## src/design/dhcpla_pkg.sv

```systemverilog
package dhcpla_pkg;

  // Default pool depth and the width of one bitmap slice looked at per cycle.
  localparam int POOL_SIZE_DEF = 256;
  localparam int CHUNK_BITS    = 16;
  localparam int BIT_W         = $clog2(CHUNK_BITS);

  // Stream payload widths; the input data width is rounded up to whole bytes.
  localparam int IN_DATA_W  = 184;
  localparam int IN_USER_W  = 8;
  localparam int OUT_DATA_W = 112;
  localparam int OUT_USER_W = 2;

  // Configuration port.
  localparam int CFG_IDX_W  = 8;
  localparam int CFG_DATA_W = 32;
  localparam logic [CFG_IDX_W-1:0] REG_POOL_PREFIX = 8'd0;
  localparam logic [CFG_IDX_W-1:0] REG_SERVER_ADDR = 8'd1;
  localparam logic [23:0] PREFIX_RESET = 24'hC0A800;

  // DHCP option 53 values that the server reacts to.
  localparam logic [7:0] MSG_DISCOVER = 8'd1;
  localparam logic [7:0] MSG_REQUEST  = 8'd3;

  localparam logic [31:0] ADDR_BCAST = 32'hFFFF_FFFF;

  typedef enum logic [1:0] {
    KIND_NONE      = 2'd0,
    KIND_OFFER     = 2'd1,
    KIND_ACK       = 2'd2,
    KIND_EXHAUSTED = 2'd3
  } kind_t;

  // Commands from the controller to the datapath.
  typedef struct packed {
    logic accept;    // latch the incoming item and classify it
    logic scan_step; // look at the current bitmap slice
    logic load_out;  // build the result into the output register
  } cmd_t;

  // Status from the datapath back to the controller.
  typedef struct packed {
    logic is_disc;   // incoming item is a valid DISCOVER
    logic scan_done; // current slice hit, or it was the last slice
  } stat_t;

endpackage

```

## src/design/dhcpla_ctrl.sv

```systemverilog
module dhcpla_ctrl (
  input  logic               clk,
  input  logic               rst,
  input  logic               s_tvalid,
  output logic               s_tready,
  output logic               m_tvalid,
  input  logic               m_tready,
  input  dhcpla_pkg::stat_t  stat,
  output dhcpla_pkg::cmd_t   cmd
);
  import dhcpla_pkg::*;

  typedef enum logic [2:0] {
    S_IDLE = 3'b001,
    S_SCAN = 3'b010,
    S_EMIT = 3'b100
  } state_t;

  state_t state;
  state_t state_next;
  logic   out_valid;
  logic   out_valid_next;
  logic   out_free;

  // The output register can take a new result when empty or being drained.
  assign out_free = !out_valid || m_tready;

  // Sequencing of one item: accept, optional bitmap scan, result load.
  always_comb begin
    state_next    = state;
    cmd.accept    = 1'b0;
    cmd.scan_step = 1'b0;
    cmd.load_out  = 1'b0;
    case (state)
      S_IDLE: begin
        if (s_tvalid) begin
          cmd.accept = 1'b1;
          state_next = stat.is_disc ? S_SCAN : S_EMIT;
        end
      end
      S_SCAN: begin
        cmd.scan_step = 1'b1;
        if (stat.scan_done) begin
          state_next = S_EMIT;
        end
      end
      S_EMIT: begin
        if (out_free) begin
          cmd.load_out = 1'b1;
          state_next   = S_IDLE;
        end
      end
      default: begin
        state_next = S_IDLE;
      end
    endcase
  end

  // Output valid flag follows loads and takes.
  always_comb begin
    if (cmd.load_out) begin
      out_valid_next = 1'b1;
    end else if (m_tready) begin
      out_valid_next = 1'b0;
    end else begin
      out_valid_next = out_valid;
    end
  end

  always_ff @(posedge clk) begin
    if (rst) begin
      state     <= S_IDLE;
      out_valid <= 1'b0;
    end else begin
      state     <= state_next;
      out_valid <= out_valid_next;
    end
  end

  assign s_tready = (state == S_IDLE);
  assign m_tvalid = out_valid;

`ifndef SYNTHESIS
  // A new result never overwrites one that has not been taken.
  a_no_overwrite: assert property (@(posedge clk) disable iff (rst)
    cmd.load_out |-> (!out_valid || m_tready))
    else $error("result loaded over an untaken result");

  // An item that needs no scan goes straight to the result stage.
  a_direct_emit: assert property (@(posedge clk) disable iff (rst)
    (cmd.accept && !stat.is_disc) |=> (state == S_EMIT))
    else $error("non-discover item did not go to result stage");

  // A finished scan always leads to a result load path.
  a_scan_exit: assert property (@(posedge clk) disable iff (rst)
    (cmd.scan_step && stat.scan_done) |=> (state == S_EMIT))
    else $error("scan finished but result stage not entered");
`endif

endmodule

```

## src/design/dhcpla_dp.sv

```systemverilog
module dhcpla_dp #(
  parameter int POOL_SIZE = dhcpla_pkg::POOL_SIZE_DEF
) (
  input  logic                               clk,
  input  logic                               rst,
  input  logic [dhcpla_pkg::IN_DATA_W-1:0]   s_tdata,
  input  logic [dhcpla_pkg::IN_USER_W-1:0]   s_tuser,
  input  logic                               cfg_valid,
  input  logic [dhcpla_pkg::CFG_IDX_W-1:0]   cfg_index,
  input  logic [dhcpla_pkg::CFG_DATA_W-1:0]  cfg_data,
  output logic [dhcpla_pkg::OUT_DATA_W-1:0]  m_tdata,
  output logic [dhcpla_pkg::OUT_USER_W-1:0]  m_tuser,
  input  dhcpla_pkg::cmd_t                   cmd,
  output dhcpla_pkg::stat_t                  stat
);
  import dhcpla_pkg::*;

  localparam int NCHUNK = (POOL_SIZE + CHUNK_BITS - 1) / CHUNK_BITS;
  localparam int CW     = (NCHUNK > 1) ? $clog2(NCHUNK) : 1;
  localparam int PAD_W  = CHUNK_BITS << CW;
  localparam int IDX_W  = CW + BIT_W;

  // Fields of the incoming item.
  logic        in_bcast;
  logic [31:0] in_client;
  logic [31:0] in_relay;
  logic [31:0] in_xid;
  logic [31:0] in_your;
  logic [47:0] in_mac;
  logic [7:0]  in_type;

  assign in_bcast  = s_tdata[0];
  assign in_client = s_tdata[32:1];
  assign in_relay  = s_tdata[64:33];
  assign in_xid    = s_tdata[96:65];
  assign in_your   = s_tdata[128:97];
  assign in_mac    = s_tdata[176:129];
  assign in_type   = s_tuser;

  logic [23:0]      pool_prefix;
  logic [31:0]      xid_seen;
  logic             disc_r;
  logic             req_r;
  logic [31:0]      your_r;
  logic [47:0]      mac_r;
  logic [PAD_W-1:0] free_pad;
  logic [PAD_W-1:0] init_mask;
  logic [CW-1:0]    ccnt;
  logic             found;
  logic [IDX_W-1:0] found_idx;
  logic [1:0]       out_kind;
  logic [31:0]      out_assigned;
  logic [31:0]      out_dest;
  logic [47:0]      out_mac;

  logic                  in_disc;
  logic                  in_req;
  logic [CHUNK_BITS-1:0] chunk;
  logic                  hit;
  logic [BIT_W-1:0]      hit_bit;
  logic [IDX_W-1:0]      scan_idx;

  // Message classification against the remembered transaction id.
  assign in_disc = in_bcast && (in_client == 32'd0) && (in_relay == 32'd0) &&
                   (in_xid != xid_seen) && (in_type == MSG_DISCOVER);
  assign in_req  = in_bcast && (in_xid == xid_seen) && (in_type == MSG_REQUEST);

  // Free pattern after reset: host indices 2 to POOL_SIZE-2; padding is never free.
  always_comb begin
    for (int i = 0; i < PAD_W; i++) begin
      init_mask[i] = (i >= 2) && (i <= POOL_SIZE - 2);
    end
  end

  // Lowest free bit of the current slice.
  assign chunk = free_pad[ccnt * CHUNK_BITS +: CHUNK_BITS];

  always_comb begin
    hit     = 1'b0;
    hit_bit = '0;
    for (int b = CHUNK_BITS - 1; b >= 0; b--) begin
      if (chunk[b]) begin
        hit     = 1'b1;
        hit_bit = BIT_W'(b);
      end
    end
  end

  assign scan_idx       = {ccnt, hit_bit};
  assign stat.is_disc   = in_disc;
  assign stat.scan_done = hit || (ccnt == {CW{1'b1}});

  // Configuration writes; the server address feeds no result field.
  always_ff @(posedge clk) begin
    if (rst) begin
      pool_prefix <= PREFIX_RESET;
    end else if (cfg_valid && (cfg_index == REG_POOL_PREFIX)) begin
      pool_prefix <= cfg_data[23:0];
    end
  end

  // Item capture and transaction memory.
  always_ff @(posedge clk) begin
    if (rst) begin
      xid_seen <= 32'd0;
      disc_r   <= 1'b0;
      req_r    <= 1'b0;
    end else if (cmd.accept) begin
      disc_r <= in_disc;
      req_r  <= in_req;
      if (in_disc) begin
        xid_seen <= in_xid;
      end
    end
  end

  always_ff @(posedge clk) begin
    if (cmd.accept) begin
      your_r <= in_your;
      mac_r  <= in_mac;
    end
  end

  // Bitmap scan, one slice per cycle; the first free index found is taken.
  always_ff @(posedge clk) begin
    if (rst) begin
      free_pad <= init_mask;
      ccnt     <= '0;
      found    <= 1'b0;
    end else if (cmd.accept) begin
      ccnt  <= '0;
      found <= 1'b0;
    end else if (cmd.scan_step) begin
      if (hit) begin
        found              <= 1'b1;
        free_pad[scan_idx] <= 1'b0;
      end else begin
        ccnt <= ccnt + 1'b1;
      end
    end
  end

  always_ff @(posedge clk) begin
    if (cmd.scan_step && hit) begin
      found_idx <= scan_idx;
    end
  end

  // Result register.
  always_ff @(posedge clk) begin
    if (cmd.load_out) begin
      if (disc_r && found) begin
        out_kind     <= KIND_OFFER;
        out_assigned <= {pool_prefix, 8'(found_idx)};
        out_dest     <= ADDR_BCAST;
        out_mac      <= mac_r;
      end else if (disc_r) begin
        out_kind     <= KIND_EXHAUSTED;
        out_assigned <= 32'd0;
        out_dest     <= 32'd0;
        out_mac      <= mac_r;
      end else if (req_r) begin
        out_kind     <= KIND_ACK;
        out_assigned <= your_r;
        out_dest     <= your_r;
        out_mac      <= mac_r;
      end else begin
        out_kind     <= KIND_NONE;
        out_assigned <= 32'd0;
        out_dest     <= 32'd0;
        out_mac      <= 48'd0;
      end
    end
  end

  assign m_tdata = {out_mac, out_dest, out_assigned};
  assign m_tuser = out_kind;

`ifndef SYNTHESIS
  // An index handed out is no longer free.
  a_taken_cleared: assert property (@(posedge clk) disable iff (rst)
    found |-> !free_pad[found_idx])
    else $error("offered index still marked free");

  // Indices outside the host range never become free.
  a_range_kept: assert property (@(posedge clk) disable iff (rst)
    (free_pad & ~init_mask) == '0)
    else $error("index outside host range marked free");

  // A DISCOVER always leaves its transaction id behind.
  a_xid_stored: assert property (@(posedge clk) disable iff (rst)
    (cmd.accept && in_disc) |=> (xid_seen == $past(in_xid)))
    else $error("discover transaction id not stored");
`endif

endmodule

```

## src/design/dhcp_server_lease_allocator_unit.sv

```systemverilog
// Channel   Dir  Handshake            Payload
// s_        in   s_tvalid/s_tready    s_tdata: client message, s_tuser: message type
// m_        out  m_tvalid/m_tready    m_tdata: reply fields, m_tuser: reply kind
// cfg_      in   cfg_valid/cfg_ready  cfg_index, cfg_data: register write
//
// A DISCOVER is followed by a scan of the free bitmap, 16-bit slice by slice, until a
// free bit is found or the last slice has been looked at; every other item goes
// straight to the result stage. The next item is taken once the result is loaded.
// Reset is synchronous; it restores the free pool, transaction id and prefix.
// A result waiting in the output register does not block acceptance of the next item.
module dhcp_server_lease_allocator_unit #(
  parameter int POOL_SIZE = dhcpla_pkg::POOL_SIZE_DEF
) (
  input  logic                               clk,
  input  logic                               rst,
  input  logic                               s_tvalid,
  output logic                               s_tready,
  // [0] broadcast_flag, [32:1] client_addr, [64:33] relay_addr,
  // [96:65] transaction_id, [128:97] your_addr, [176:129] client_mac
  input  logic [dhcpla_pkg::IN_DATA_W-1:0]   s_tdata,
  // [7:0] message_type
  input  logic [dhcpla_pkg::IN_USER_W-1:0]   s_tuser,
  output logic                               m_tvalid,
  input  logic                               m_tready,
  // [31:0] assigned_addr, [63:32] dest_addr, [111:64] dest_mac
  output logic [dhcpla_pkg::OUT_DATA_W-1:0]  m_tdata,
  // [1:0] reply_kind
  output logic [dhcpla_pkg::OUT_USER_W-1:0]  m_tuser,
  input  logic                               cfg_valid,
  output logic                               cfg_ready,
  input  logic [dhcpla_pkg::CFG_IDX_W-1:0]   cfg_index,
  input  logic [dhcpla_pkg::CFG_DATA_W-1:0]  cfg_data
);
  import dhcpla_pkg::*;

  cmd_t  cmd;
  stat_t stat;

  // Register writes are always taken.
  assign cfg_ready = 1'b1;

  dhcpla_ctrl u_ctrl (
    .clk      (clk),
    .rst      (rst),
    .s_tvalid (s_tvalid),
    .s_tready (s_tready),
    .m_tvalid (m_tvalid),
    .m_tready (m_tready),
    .stat     (stat),
    .cmd      (cmd)
  );

  dhcpla_dp #(
    .POOL_SIZE (POOL_SIZE)
  ) u_dp (
    .clk       (clk),
    .rst       (rst),
    .s_tdata   (s_tdata),
    .s_tuser   (s_tuser),
    .cfg_valid (cfg_valid),
    .cfg_index (cfg_index),
    .cfg_data  (cfg_data),
    .m_tdata   (m_tdata),
    .m_tuser   (m_tuser),
    .cmd       (cmd),
    .stat      (stat)
  );

endmodule

```

## config.mk

```make
export PLATFORM = sky130hd
export DESIGN_NAME = dhcp_server_lease_allocator_unit
export DESIGN_NICKNAME = d
export VERILOG_FILES = /design/src/design/dhcpla_pkg.sv /design/src/design/dhcpla_ctrl.sv /design/src/design/dhcpla_dp.sv /design/src/design/dhcp_server_lease_allocator_unit.sv
export SDC_FILE = /design/constraint.sdc
export NUM_CORES = 1
export LEC_CHECK = 0
export BUFFER_PORTS_ARGS = -buffer_cell sky130_fd_sc_hd__buf_4
export CAP_MARGIN = 10
export CORE_MARGIN = 2
export CORE_UTILIZATION = 56
export CTS_BUF_LIST = sky130_fd_sc_hd__clkbuf_4 sky130_fd_sc_hd__clkbuf_8
export DETAILED_ROUTE_END_ITERATION = 16
export PLACE_DENSITY = 0.83
export SETUP_SLACK_MARGIN = 0.02
export SYNTH_ARGS = -nofsm -noshare
export SYNTH_HDL_FRONTEND = slang
export SYNTH_SLANG_ARGS = --single-unit
```

## constraint.sdc

```tcl
create_clock -name clk -period 14.7 [get_ports clk]
set_input_delay 2.94 -clock clk [delete_from_list [all_inputs] [get_ports clk]]
set_output_delay 2.94 -clock clk [all_outputs]
set_load 0.005 [all_outputs]
```

==> impl_results.md <==
- Status: completed
- Total Routing Usage GR: 0.2701
- Vias/cell: 5.707
- Routability cong.: 0.8800
- Routed WL: 53090 um
- CP Data Required Time: 15.19 ns
- Arrival time worst endpoint: 5.84 ns
- Crit path kind: in -> reg
- Slew @ Worst Pin: 1.249 ns
- Synth top cells by count: dfxtp_1 (323), nor2_1 (283), edfxtp_1 (202)
- Largest net degree at the start of global routing: 141
- Port Buffers: 337
- Gr ovfl total: 0
- Synth top area cells: dfxtp_1 (31%), edfxtp_1 (29%), mux4_2 (7.0%), nor2_1 (5.2%), a21oi_1 (4.2%)
- Final Skew: 0.03444 ns
- Power per Cell Area: 116.7 nW/um^2
- I/O pins: 354
- Cell Area, Synth: 20570 sq um
- Cell accounting for the most synthesized area: dfxtp_1
- First-pass GRT wire length: 80730 um
- Post-route insts no fill: 2666
- Post_cts resized: 0
- Final HPWL from detailed placement: 35470 um
- DP Worst Slack: 8.736 ns
- Unrepaired setup endpoints after global routing: no
- Worst setup path start: s_tuser[5]
- CP most frequent cell: nand3_1
- CP Depth: 9
- Power, Total: 2.936 mW
- Via Count: 15.22k
- Setup bufs post-CTS: 0
- Setup Viol. Count Final: 0
- R2R setup slack: 9.61 ns
- Worst Setup Start Kind: input port
- Critical path's top delay family: simple AND/OR/NAND/NOR gates
- Final setup margin: 9.345 ns
- Final period utilization: 0.3643
- Die H: 195.6 um
- CTS buffer count: 82
- Synth cell types: 62
- WHS Endpoint: u_dp.free_pad[81]
- Worst path bufs/invs: 1
- Drt pass-1 iters: 6
- Post-route cell area: 25160 sq um
- Hold WC Path Type: reg -> reg
- Placed cells: 2508
- Worst rel slew slack: 0.1647
- Hold path depth: 1
- DRC Markers: 0
- Initial antenna violation count: 7
- Setup TNS: 0 ns
- 1st-iter DRT viols: 1433
- Post-layout util: 0.6923
- Vias in the first global route: 15.08k
- Max capacitance violation total: 0
- Layout cells sized above 1: 0.2725
- Share of synthesized registers carrying an async set or reset: 0
- Seq/Total Area, Yosys: 0.6094
- Min Hold Slack: 0.4488 ns
- Yosys reg bits: 525
- Final Hold Violating Endpoints: 0
- Chip Width: 195.6 um
- Clk root buf: clkbuf_8
- Clk buf depth: 3
- CTS sink count: 525
- Number of flops mapped to enable cells by yosys: 202
- Hold wc startpoint: u_dp.free_pad[81]
- Avg Inst Size Synth: 11.41 sq um
- FILL cells: 2427
- Dpl cell area: 23370 sq um
- Worst r2r dst: u_dp.free_pad[11]
- Register-to-Register Path Depth: 9
- Leakage: 9.248 nW
- Mapped Nets: 2043
- Post-route ant nets: 0
- Worst-path clk slew: 0.06 ns
- Max Slew Vio Count: 0
- Max VDD drop: 81.34 uV
- Synth Flop Type: dfxtp_1
- Yosys warns: 0
- Row count: 70
- Critical path fanouts, max: 34
- H-tree lvl count: 3
- Area grow syn2layout: 22.36%
- CTS tree: built
- CP Cell Sequence: buf_4, or4_1, nor4_1, nand3_1, nor3_1, nand3_1, nor2_4, mux2i_1, nor2_1
- Worst skew pair latency: 0.65 ns
- Starting Density: 0.5658
- NumNets Final: 2366
- Wire per inst: 19.91 um
- Die area: 38270 sq um
- Period minus WS final: 5.355 ns
- Area share of the largest cell type after synthesis: 0.3144
- Count leader, synth: dfxtp_1
- Crit-path max cell delay: 0.95 ns
- Critical path capture point type: register
- Core area: 36350 sq um
- Post-Syn Instances: 1802
- Hold Buf Count CTS: 0
- Worst path slowest cell: nor2_4
- Achievable Freq: 186.7 MHz
- Worst reg2reg startpoint: u_dp.ccnt[0]
## worst max-delay path by stage
stage,endpoint,slack (ns)
after global routing,u_dp.free_pad[11],9.18
after detailed placement,u_dp.xid_seen[29],8.74
after global placement,u_dp.xid_seen[24],8.85
final,u_dp.xid_seen[29],9.35
after CTS,u_dp.xid_seen[20],9.40
after floorplan,u_dp.m_tuser[0],6.35
## routing by layer
metal | global-route usage | part of all wire
met3 | 0.07375 | 0.089
met1 | 0.3230 | 0.38
met4 | 0.1131 | 0.036
met5 | 0 | 0
met2 | 0.4618 | 0.50
## cell type report
class                           instances  area [sq um]  area share
Sequential cell                       525         12540      0.4982
Multi-Input combinational cell       1150          7542      0.2997
Timing Repair Buffer                  354          2665      0.1059
Clock buffer                          130          1589     0.06315
Tap cell                              468         585.6     0.02327
Clock inverter                         20         181.4    0.007210
Inverter                               12         46.29    0.001840
Antenna cell                            7         17.52   0.0006961
## where the power goes
part / total [mW] / leakage [nW] / internal, mW / switching [mW]
clock network: 1.29 / 0.940 / 0.727 / 0.561
logic: 0.106 / 3.91 / 0.0558 / 0.0499
registers: 1.54 / 4.40 / 1.53 / 0.00683
total: 2.94 / 9.25 / 2.32 / 0.618
## state kept, by name (all words and copies together), names as in the netlist, 8 cells and up
signal and flops:
u_dp.your_r 32, u_dp.out_mac 48, u_dp.mac_r 48, u_dp.pool_prefix 24, u_dp.out_assigned 32, u_dp.xid_seen 32, u_dp.found_idx 8, u_dp.out_dest 32
u_dp.free_pad 256
## cells in the final DEF, fill, tap and decap left out, types with 40 or more instances in the layout
cell type and n:
a21oi_1 171, buf_4 353, clkbuf_8 98, dfxtp_1 321, edfxtp_1 202, mux2i_1 51
mux4_2 64, nand2_1 187, nand2b_1 40, nor2_1 280, nor2b_1 51
## kinds of logic after synthesis
group                      share of synthesized area
and+or+nand+nor                               0.1522
DFF                                           0.6094
AOI/OAI and AO/OA                            0.09971
buffers and inverters                        0.02634
muxes                                        0.09491
xor gates and xnor gates                     0.01491
adders and majority gates                   0.002434
other                                      0.0001823
(Power assumes the default switching activity.)
